### config.mk
export PLATFORM = sky130hd
export DESIGN_NAME = tracker_module_file_validator
export DESIGN_NICKNAME = d
export VERILOG_FILES = /design/src/design/tmfv_pkg.sv /design/src/design/tracker_module_file_validator.sv
export SDC_FILE = /design/constraint.sdc
export NUM_CORES = 1
export LEC_CHECK = 0
export ABC_AREA = 1
export BUFFER_PORTS_ARGS = -buffer_cell sky130_fd_sc_hd__buf_2
export CAP_MARGIN = 25
export CORE_MARGIN = 2
export CORE_UTILIZATION = 40
export DETAILED_ROUTE_END_ITERATION = 6
export SYNTH_ARGS = -nofsm -noshare
export SYNTH_HDL_FRONTEND = slang
export SYNTH_SLANG_ARGS = --single-unit
### constraint.sdc
create_clock -name clk -period 8.65 [get_ports clk]
set_input_delay 0.865 -clock clk [delete_from_list [all_inputs] [get_ports clk]]
set_output_delay 0.865 -clock clk [all_outputs]
set_load 0.01 [all_outputs]
### src/design/tmfv_pkg.sv
// Shared constants and types for the tracker module file validator.
package tmfv_pkg;

	// Largest channel count a new-format header may declare
	localparam int CHANNEL_LIMIT = 16;
	// Width of the file byte counter
	localparam int LENGTH_BITS = 24;

	// Skip lengths reach positions * channels * 2 plus the subsong table
	localparam int SECT_W = $clog2(1000 * CHANNEL_LIMIT * 2 + 512);
	localparam int SKIP_W = 21;

	localparam logic [7:0] MAGIC_H = 8'h48;
	localparam logic [7:0] MAGIC_V = 8'h56;
	localparam logic [7:0] MAGIC_L = 8'h4C;
	localparam logic [7:0] MAGIC_T = 8'h54;
	localparam logic [7:0] MAGIC_X = 8'h58;

	localparam logic [7:0] NEW_VER_LIMIT  = 8'd2;   // new format: version below this
	localparam logic [7:0] OLD_VER_MAX    = 8'd2;   // old format: version up to this
	localparam logic [11:0] POS_MAX       = 12'd1000;
	localparam logic [7:0] STEPS_MAX      = 8'd64;
	localparam logic [7:0] INSTR_MAX      = 8'd64;
	localparam logic [7:0] SUBSONG_FX_MAX = 8'd4;
	localparam logic [7:0] STEP_EMPTY     = 8'd63;
	localparam logic [2:0] MODE_MAX       = 3'd5;
	localparam logic [6:0] NUL_SAT        = 7'd127;
	localparam logic [6:0] BASE_CHANNELS  = 7'd4;
	localparam logic [4:0] INS_HEAD_LAST  = 5'd21;
	localparam logic [4:0] INS_MODE_IDX   = 5'd1;

	typedef logic [LENGTH_BITS-1:0] off_t;
	typedef logic [SECT_W-1:0] sect_t;

	// Walk phase, one-hot
	typedef enum logic [6:0] {
		PH_HEAD    = 7'b0000001,
		PH_SKIP    = 7'b0000010,
		PH_STEP    = 7'b0000100,
		PH_TAIL    = 7'b0001000,
		PH_INSHDR  = 7'b0010000,
		PH_INSTAIL = 7'b0100000,
		PH_DONE    = 7'b1000000
	} phase_t;

endpackage

### src/design/tracker_module_file_validator.sv
// Streaming structural validator for tracker module files, one byte per cycle.
//
//  channel | dir | handshake         | payload
//  s_*     | in  | s_tvalid/s_tready | s_tdata[7:0] = data_byte, s_tlast = final_byte
//  m_*     | out | m_tvalid/m_tready | m_tdata[0] = file_ok, m_tdata[7:1] = 0
//
// One byte is taken every cycle unless stalled; the input register feeds one pass of
// walk logic whose result lands in the state registers or, on a last byte, in the verdict
// register. The verdict passes through the input register and then the verdict register.
// Only a last byte meeting a full, unread verdict register stalls the input side.
// arst_n clears all control state; after each verdict the walk returns to the header phase.
module tracker_module_file_validator
	import tmfv_pkg::*;
(
	input  logic       clk,
	input  logic       arst_n,
	input  logic       s_tvalid,
	output logic       s_tready,
	input  logic [7:0] s_tdata,   // [7:0] data_byte
	input  logic       s_tlast,   // final_byte
	output logic       m_tvalid,
	input  logic       m_tready,
	output logic [7:0] m_tdata    // [0] file_ok, [7:1] zero
);

	localparam logic [6:0] CH_LIMIT = 7'(CHANNEL_LIMIT);

	// input register
	logic       valid_s1;
	logic [7:0] byte_s1;
	logic       last_s1;

	// walk state
	logic [7:0]  hdr_q [16];
	off_t        off_q;
	phase_t      phase_q;
	sect_t       sbl_q;
	logic [8:0]  track_q;
	logic [6:0]  step_q;
	logic [6:0]  instr_q;
	logic [15:0] name_start_q;
	logic [6:0]  nul_q;
	logic        prior_nul_q;
	logic        new_fmt_q;
	logic        failed_q;
	logic [SKIP_W-1:0] skip_q;

	// verdict register
	logic out_valid_q;
	logic file_ok_q;

	logic advance;

	// next-state values
	off_t        off_n;
	phase_t      phase_n;
	sect_t       sbl_n;
	logic [8:0]  track_n;
	logic [6:0]  step_n;
	logic [6:0]  instr_n;
	logic [15:0] name_start_n;
	logic [6:0]  nul_n;
	logic        prior_nul_n;
	logic        new_fmt_n;
	logic        failed_n;
	logic        verdict;

	// header decode
	logic        is_hvl;
	logic        is_thx;
	logic [11:0] positions;
	logic [6:0]  channels;
	logic [18:0] pos_x_ch;
	logic [SKIP_W-1:0] skip_calc;
	logic        hdr_bad;

	// step helpers
	logic        do_tracks;
	logic        do_step_done;
	logic        do_ins_done;
	logic        do_ins_begin;
	logic [2:0]  zero_cnt;
	logic        ns_small;
	logic [7:0]  b_at;
	logic [10:0] tail_len;
	logic [8:0]  track_inc;
	logic [6:0]  step_inc;
	logic [6:0]  instr_inc;

	assign advance  = valid_s1 && (!last_s1 || !out_valid_q || m_tready);
	assign s_tready = !valid_s1 || advance;
	assign m_tvalid = out_valid_q;
	assign m_tdata  = {7'd0, file_ok_q};

	// decode header fields from the stored bytes
	always_comb begin
		is_hvl    = hdr_q[0] == MAGIC_H && hdr_q[1] == MAGIC_V && hdr_q[2] == MAGIC_L &&
			hdr_q[3] < NEW_VER_LIMIT;
		is_thx    = hdr_q[0] == MAGIC_T && hdr_q[1] == MAGIC_H && hdr_q[2] == MAGIC_X &&
			hdr_q[3] <= OLD_VER_MAX;
		positions = {hdr_q[6][3:0], hdr_q[7]};
		channels  = is_hvl ? (7'(hdr_q[8][7:2]) + BASE_CHANNELS) : BASE_CHANNELS;
		pos_x_ch  = 19'(positions) * 19'(channels);
		skip_calc = SKIP_W'({pos_x_ch, 1'b0}) + SKIP_W'({hdr_q[13], 1'b0}) -
			(is_hvl ? SKIP_W'(0) : SKIP_W'(2));
		hdr_bad   = (!is_hvl && !is_thx) || positions == 12'd0 || positions > POS_MAX ||
			channels > CH_LIMIT || hdr_q[10] == 8'd0 || hdr_q[10] > STEPS_MAX ||
			hdr_q[12] > INSTR_MAX || (is_hvl && byte_s1 > SUBSONG_FX_MAX);
	end

	// count NULs among the header bytes already inside the name area
	always_comb begin
		zero_cnt = 3'd0;
		ns_small = hdr_q[4] == 8'd0 && byte_s1 <= 8'd5;
		for (int k = 0; k < 6; k++) begin
			b_at = (k == 5) ? byte_s1 : hdr_q[k];
			if (ns_small && 3'(k) >= byte_s1[2:0] && b_at == 8'd0) begin
				zero_cnt = zero_cnt + 3'd1;
			end
		end
	end

	// walk one byte
	always_comb begin
		off_n        = off_q;
		phase_n      = phase_q;
		sbl_n        = sbl_q;
		track_n      = track_q;
		step_n       = step_q;
		instr_n      = instr_q;
		name_start_n = name_start_q;
		nul_n        = nul_q;
		prior_nul_n  = prior_nul_q;
		new_fmt_n    = new_fmt_q;
		failed_n     = failed_q;
		do_tracks    = 1'b0;
		do_step_done = 1'b0;
		do_ins_done  = 1'b0;
		do_ins_begin = 1'b0;
		tail_len     = new_fmt_q ? (11'(byte_s1) * 11'd5) : (11'(byte_s1) * 11'd4);
		track_inc    = track_q + 9'd1;
		step_inc     = step_q + 7'd1;
		instr_inc    = instr_q + 7'd1;

		if (&off_q) begin
			failed_n = 1'b1;
		end else begin
			off_n = off_q + off_t'(1);
			// name area NUL tracking
			if (off_q == off_t'(5)) begin
				name_start_n = {hdr_q[4], byte_s1};
				nul_n        = nul_q + 7'(zero_cnt);
				prior_nul_n  = ns_small && byte_s1 == 8'd0;
			end else if (off_q > off_t'(5)) begin
				prior_nul_n = (32'(off_q) >= 32'(name_start_q)) && byte_s1 == 8'd0;
				if (prior_nul_n && nul_q < NUL_SAT) begin
					nul_n = nul_q + 7'd1;
				end
			end
			// structure walk
			if (off_q == off_t'(15)) begin
				if (hdr_bad) begin
					failed_n = 1'b1;
					phase_n  = PH_DONE;
				end else begin
					new_fmt_n = is_hvl;
					sbl_n     = skip_q[SECT_W-1:0];
					if (skip_q == '0) begin
						do_tracks = 1'b1;
					end else begin
						phase_n = PH_SKIP;
					end
				end
			end else if (off_q > off_t'(15) && !failed_q) begin
				unique case (phase_q)
					PH_SKIP, PH_TAIL, PH_INSTAIL: begin
						sbl_n = sbl_q - sect_t'(1);
						if (sbl_q == sect_t'(1)) begin
							do_tracks    = phase_q == PH_SKIP;
							do_step_done = phase_q == PH_TAIL;
							do_ins_done  = phase_q == PH_INSTAIL;
						end
					end
					PH_STEP: begin
						if (new_fmt_q && byte_s1 == STEP_EMPTY) begin
							do_step_done = 1'b1;
						end else begin
							sbl_n   = new_fmt_q ? sect_t'(4) : sect_t'(2);
							phase_n = PH_TAIL;
						end
					end
					PH_INSHDR: begin
						if (sbl_q == sect_t'(INS_MODE_IDX) && byte_s1[2:0] > MODE_MAX) begin
							failed_n = 1'b1;
							phase_n  = PH_DONE;
						end else if (sbl_q == sect_t'(INS_HEAD_LAST)) begin
							sbl_n = sect_t'(tail_len);
							if (tail_len == 11'd0) begin
								do_ins_done = 1'b1;
							end else begin
								phase_n = PH_INSTAIL;
							end
						end else begin
							sbl_n = sbl_q + sect_t'(1);
						end
					end
					PH_HEAD, PH_DONE: begin
					end
					default: begin
					end
				endcase
			end
		end

		// enter the track area
		if (do_tracks) begin
			track_n = {8'd0, hdr_q[6][7]};
			step_n  = 7'd0;
			if ({8'd0, hdr_q[6][7]} > {1'b0, hdr_q[11]}) begin
				do_ins_begin = 1'b1;
			end else begin
				phase_n = PH_STEP;
			end
		end
		// close a step, advance track
		if (do_step_done) begin
			phase_n = PH_STEP;
			step_n  = step_inc;
			if ({1'b0, step_inc} >= hdr_q[10]) begin
				step_n  = 7'd0;
				track_n = track_inc;
				if (track_inc > {1'b0, hdr_q[11]}) begin
					do_ins_begin = 1'b1;
				end
			end
		end
		// close an instrument
		if (do_ins_done) begin
			instr_n = instr_inc;
			if ({1'b0, instr_inc} >= hdr_q[12]) begin
				phase_n = PH_DONE;
			end else begin
				sbl_n   = '0;
				phase_n = PH_INSHDR;
			end
		end
		// enter the instrument area
		if (do_ins_begin) begin
			if (hdr_q[12] == 8'd0) begin
				phase_n = PH_DONE;
			end else begin
				instr_n = 7'd0;
				sbl_n   = '0;
				phase_n = PH_INSHDR;
			end
		end

		verdict = !failed_n && off_n >= off_t'(16) && phase_n == PH_DONE &&
			({1'b0, nul_n} >= (hdr_q[12] + 8'd1) || (nul_n != 7'd0 && prior_nul_n));
	end

	// take a request into the input register
	always_ff @(posedge clk or negedge arst_n) begin
		if (!arst_n) begin
			valid_s1 <= 1'b0;
		end else if (s_tready) begin
			valid_s1 <= s_tvalid;
		end
	end

	always_ff @(posedge clk) begin
		if (s_tvalid && s_tready) begin
			byte_s1 <= s_tdata;
			last_s1 <= s_tlast;
		end
	end

	// hold header bytes and the precomputed skip length
	always_ff @(posedge clk) begin
		if (advance && !(&off_q)) begin
			if (off_q < off_t'(16)) begin
				hdr_q[off_q[3:0]] <= byte_s1;
			end
			if (off_q == off_t'(14)) begin
				skip_q <= skip_calc;
			end
		end
	end

	// advance walk state; clear it after each verdict
	always_ff @(posedge clk or negedge arst_n) begin
		if (!arst_n) begin
			off_q        <= '0;
			phase_q      <= PH_HEAD;
			sbl_q        <= '0;
			track_q      <= '0;
			step_q       <= '0;
			instr_q      <= '0;
			name_start_q <= '0;
			nul_q        <= '0;
			prior_nul_q  <= 1'b0;
			new_fmt_q    <= 1'b0;
			failed_q     <= 1'b0;
		end else if (advance) begin
			if (last_s1) begin
				off_q        <= '0;
				phase_q      <= PH_HEAD;
				sbl_q        <= '0;
				track_q      <= '0;
				step_q       <= '0;
				instr_q      <= '0;
				name_start_q <= '0;
				nul_q        <= '0;
				prior_nul_q  <= 1'b0;
				new_fmt_q    <= 1'b0;
				failed_q     <= 1'b0;
			end else begin
				off_q        <= off_n;
				phase_q      <= phase_n;
				sbl_q        <= sbl_n;
				track_q      <= track_n;
				step_q       <= step_n;
				instr_q      <= instr_n;
				name_start_q <= name_start_n;
				nul_q        <= nul_n;
				prior_nul_q  <= prior_nul_n;
				new_fmt_q    <= new_fmt_n;
				failed_q     <= failed_n;
			end
		end
	end

	// load the verdict, drop it once taken
	always_ff @(posedge clk or negedge arst_n) begin
		if (!arst_n) begin
			out_valid_q <= 1'b0;
			file_ok_q   <= 1'b0;
		end else if (advance && last_s1) begin
			out_valid_q <= 1'b1;
			file_ok_q   <= verdict;
		end else if (m_tready) begin
			out_valid_q <= 1'b0;
		end
	end

	// a verdict returns the walk to the start of a file
	a_restart: assert property (@(posedge clk) disable iff (!arst_n)
		(advance && last_s1) |=> (phase_q == PH_HEAD && off_q == '0))
		else $error("walk not restarted after verdict");

	// the walk leaves the header phase only after the whole header
	a_hdr_first: assert property (@(posedge clk) disable iff (!arst_n)
		(phase_q != PH_HEAD) |-> (off_q >= off_t'(16)))
		else $error("walk left header phase early");

	// counted sections never sit at zero bytes left
	a_sect_live: assert property (@(posedge clk) disable iff (!arst_n)
		(phase_q == PH_SKIP || phase_q == PH_TAIL || phase_q == PH_INSTAIL) |->
		(sbl_q != '0))
		else $error("empty counted section");

	// step index stays inside the track
	a_step_range: assert property (@(posedge clk) disable iff (!arst_n)
		(phase_q == PH_STEP || phase_q == PH_TAIL) |-> ({1'b0, step_q} < hdr_q[10]))
		else $error("step index beyond track length");

endmodule

==> impl_metrics.csv <==
group,metric,value,unit
floorplanning,chipHeight,215,um
floorplanning,io_pins,23,
timing,fin_skew,0.0151,ns
timing,fmax,136,MHz
clock_tree,ctsHoldBuffers,0,
outcome,outcome,"finished clean",
worst_setup_path,crit_path_frequent_cell,"nand2_1",
synthesis,synthArstFlopShare,45.0,%
grt,grt_usage,22.6,%
clock_tree,postCtsSetupBuffers,0,
clock_tree,cts-root-buf,"clkbuf_16",
power_and_ir_drop,powerDensity,131,mW/mm2
cells_and_area,layoutNonFillerInstCount,2945,
route,drtPass1Iterations,5,
synthesis,synth_warnings,0,
timing,drv_slew,0,
synthesis,synth_top_area_cell,"edfxtp_1",
placed_design,io_buffers,15,
synthesis,synth_top_area_share,20.2,%
cells_and_area,final_area,0.0195,mm2
route,vias,15731,
timing,setup_viol,0,
placed_design,post_dp_cell_area,0.0186,mm2
route,routedWlPerCell,17.5,um
floorplanning,dieArea,0.0464,mm2
clock_tree,cts_max_level,1,
floorplanning,die_w,215,um
cells_and_area,multi_input_area,0.0101,mm2
placed_design,dpl.hpwl,39.6,mm
cells_and_area,nNetsFinal,2536,
clock_tree,clk_pin_slew,0.06,ns
synthesis,ys_seq_elements,218,
grt,grt_max_degree,64,
placed_design,placed_cells,2894,
grt,overflow,0,
cells_and_area,regArea,0.00606,mm2
timing,worst_pin_slew,0.937,ns
synthesis,synth_area_leaders,"edfxtp_1 20%, dfrtp_1 14%, nand2_1 10%, ha_1 9.7%, inv_1 8.2%",
power_and_ir_drop,p_sw,0.690,mW
floorplanning,rows,77,
synthesis,ys.flop_type,"edfxtp_1",
worst_setup_path,critPathMaxFanout,9,
timing,rsz0062_at_grt,"no",
power_and_ir_drop,vdd_drop_max,123,uV
clock_tree,cts_tree,"yes",
hold_path,min_path_type,"in -> async",
clock_tree,cts_resized,0,
clock_tree,clk_path_buf_depth,3,
route,postRouteAntennaNets,0,
cells_and_area,layout-drive-gt1-share,6.25,%
grt,antenna_found_initial,0,
cells_and_area,num_antenna_cells,0,
worst_setup_path,r2r_slack,1.31,ns
clock_tree,cts_buffers,27,
flow_run,maxCapViolCount,0,
cells_and_area,final_util,44.2,%
synthesis,synth.distinct_cells,63,
cells_and_area,syn2layout_area_growth,9.17,%
floorplanning,fp.coreArea,0.0441,mm2
route,post-route-drc-count,0,
synthesis,synth.avg_cell_area,7.72,um2
grt,first_global_vias,15510,
power_and_ir_drop,seq_power_share,45.1,%
timing,holdWs,0.302,ns
clock_tree,insertion_delay,0.57,ns
worst_setup_path,ff2ff_path_depth,35,
worst_setup_path,reg2reg_from,"hdr_q[3][3]",
cells_and_area,nFillCells,4531,
route,drt_iter0_markers,1235,
timing,finalHoldViolations,0,
worst_setup_path,cp.arrival,7.66,ns
route,vias_per_cell,5.34,
worst_setup_path,cp.required,8.97,ns
worst_setup_path,worstSetupPathType,"reg -> reg",
worst_setup_path,cpPeakStageDelay,0.55,ns
synthesis,ys_seq_area_share,33.9,%
power_and_ir_drop,switching_share,27.0,%
worst_setup_path,reg2reg_to,"skip_q[17]",
synthesis,syn-cell-area,0.0179,mm2
floorplanning,start_util,40.5,%
synthesis,netlist_instances,2313,
grt,grt_first_pass_wirelength,83.9,mm
worst_setup_path,end_kind,"flip-flop",
power_and_ir_drop,p_comb_share,9.7,%
power_and_ir_drop,intPower,1.87,mW
worst_setup_path,cp_slowest_cell,"fa_1",
route,routed_wirelength,51.6,mm
timing,period_needed,7.34,ns
power_and_ir_drop,leakagePower,9.32,nW
power_and_ir_drop,clkPwrFrac,45.2,%
clock_tree,clock-sinks,218,
synthesis,synth_edf_count,120,
placed_design,gp_congestion,0.919,
timing,slew_headroom,37.1,%
worst_setup_path,critPathLaunchType,"flip-flop",
timing,fin_crit_sh,84.8,%
timing,setup_tns,0,ns
==> per-stage QoR <==
stage	worst slack, ns	power (mW)
finish	1.31	2.56
global route	0.664	2.65
CTS	1.31	2.57
detailed placement	1.35	1.42
global placement	1.58	1.41
floorplan	2.15	1.33
==> worst max-delay path, delay by kind of cell, from the launching register on <==
family / cells / cell delay, ns
simple gates: 16 / 1.92
flops: 1 / 0.37
buf+inv: 5 / 0.62
compound gates: 7 / 1.18
xor+xnor: 1 / 0.23
fa+ha+maj: 6 / 2.77
==> cell families after synthesis <==
kind of cell,Yosys count,synth area share [%]
AND/OR/NAND/NOR,1010,24.8
XOR/XNOR,84,4.12
multiplexers,2,0.126
other,1,0.0210
flip-flops,218,33.9
adder cells (fa/ha/maj),191,15.6
buffers and inverters,457,9.93
AO/OA/AOI/OAI,350,11.5
==> metal layers <==
metal  up-vias  share of wire [%]  global-route usage [%]
met5         -                  0                       0
met4         0                3.5                    7.72
met3        97                5.6                    3.27
met2       458                 46                    37.3
met1      7528                 45                    30.3
li1       7648                  -                       -
==> state kept, by name (all words and copies together) (netlist names), 7 cells and up <==
signal,cells
nul_q,7
track_q,9
phase_q,7
step_q,7
skip_q,20
sbl_q,15
b_at,8
name_start_q,16
hdr_q,91
off_q,24
instr_q,7
==> final cells by class <==
class | instances | share of cell area [%]
multi-input cells | 1644 | 51.6
clock buffers | 28 | 3.48
clock inverters | 22 | 1.17
repair buffers | 30 | 1.00
well taps | 592 | 3.80
inverters | 411 | 7.91
flip-flops and latches | 218 | 31.1
==> power groups by stage <==
stage               registers (mW)  clock network (mW)  logic [mW]
finish                        1.15                1.16       0.247
global route                  1.16                1.22       0.276
CTS                           1.15                1.17       0.246
detailed placement            1.17                   0       0.244
global placement              1.17                   0       0.240
floorplan                     1.17                   0       0.158
==> cells in the mapped netlist, types with 6 or more instances <==
cell      count
dfrtp_1      97
ha_1        138
clkbuf_1     20
nand4_1      52
o21a_1        8
nand2_2       9
a31oi_1       8
nor3_1       39
buf_2        13
nor3_2        6
nor2_1      246
inv_2        14
o21ai_1       7
nand3_1     133
nor2_2       10
xor2_1       69
fa_1         53
edfxtp_1    120
buf_4         9
o211ai_1     12
o21ai_0     115
o22ai_1      56
nor4_1       14
inv_1       392
xnor2_1      15
a21oi_1     101
nand2_1     476
==> cell usage in the layout, fill, tap and decap left out, drive strengths merged, types with 7 or more instances in the layout <==
| master | instances |
|---|---|
| a21oi | 101 |
| fa | 53 |
| o22ai | 56 |
| nand3 | 137 |
| nand2 | 490 |
| o211ai | 12 |
| nand4 | 53 |
| xnor2 | 15 |
| ha | 138 |
| dfrtp | 97 |
| edfxtp | 120 |
| o21a | 8 |
| nor2 | 262 |
| clkinv | 16 |
| nor3 | 45 |
| o31ai | 8 |
| xor2 | 69 |
| conb | 7 |
| nor4 | 15 |
| o21ai | 124 |
| inv | 409 |
| a31oi | 8 |
| buf | 30 |
| clkbuf | 28 |
==> how the worst max path moves through the flow <==
stage / slack, ns / depth (start not counted) / endpoint / from
2_1_floorplan: 2.15 / 39 / skip_q[17] / hdr_q[3][3]
3_3_place_gp: 1.58 / 39 / skip_q[17] / hdr_q[3][3]
3_5_place_dp: 1.35 / 35 / skip_q[17] / hdr_q[3][3]
4_1_cts: 1.31 / 35 / skip_q[17] / hdr_q[3][3]
5_1_grt: 0.66 / 39 / skip_q[17] / hdr_q[2][1]
6_report: 1.31 / 35 / skip_q[17] / hdr_q[3][3]
(Power assumes the default switching activity.)
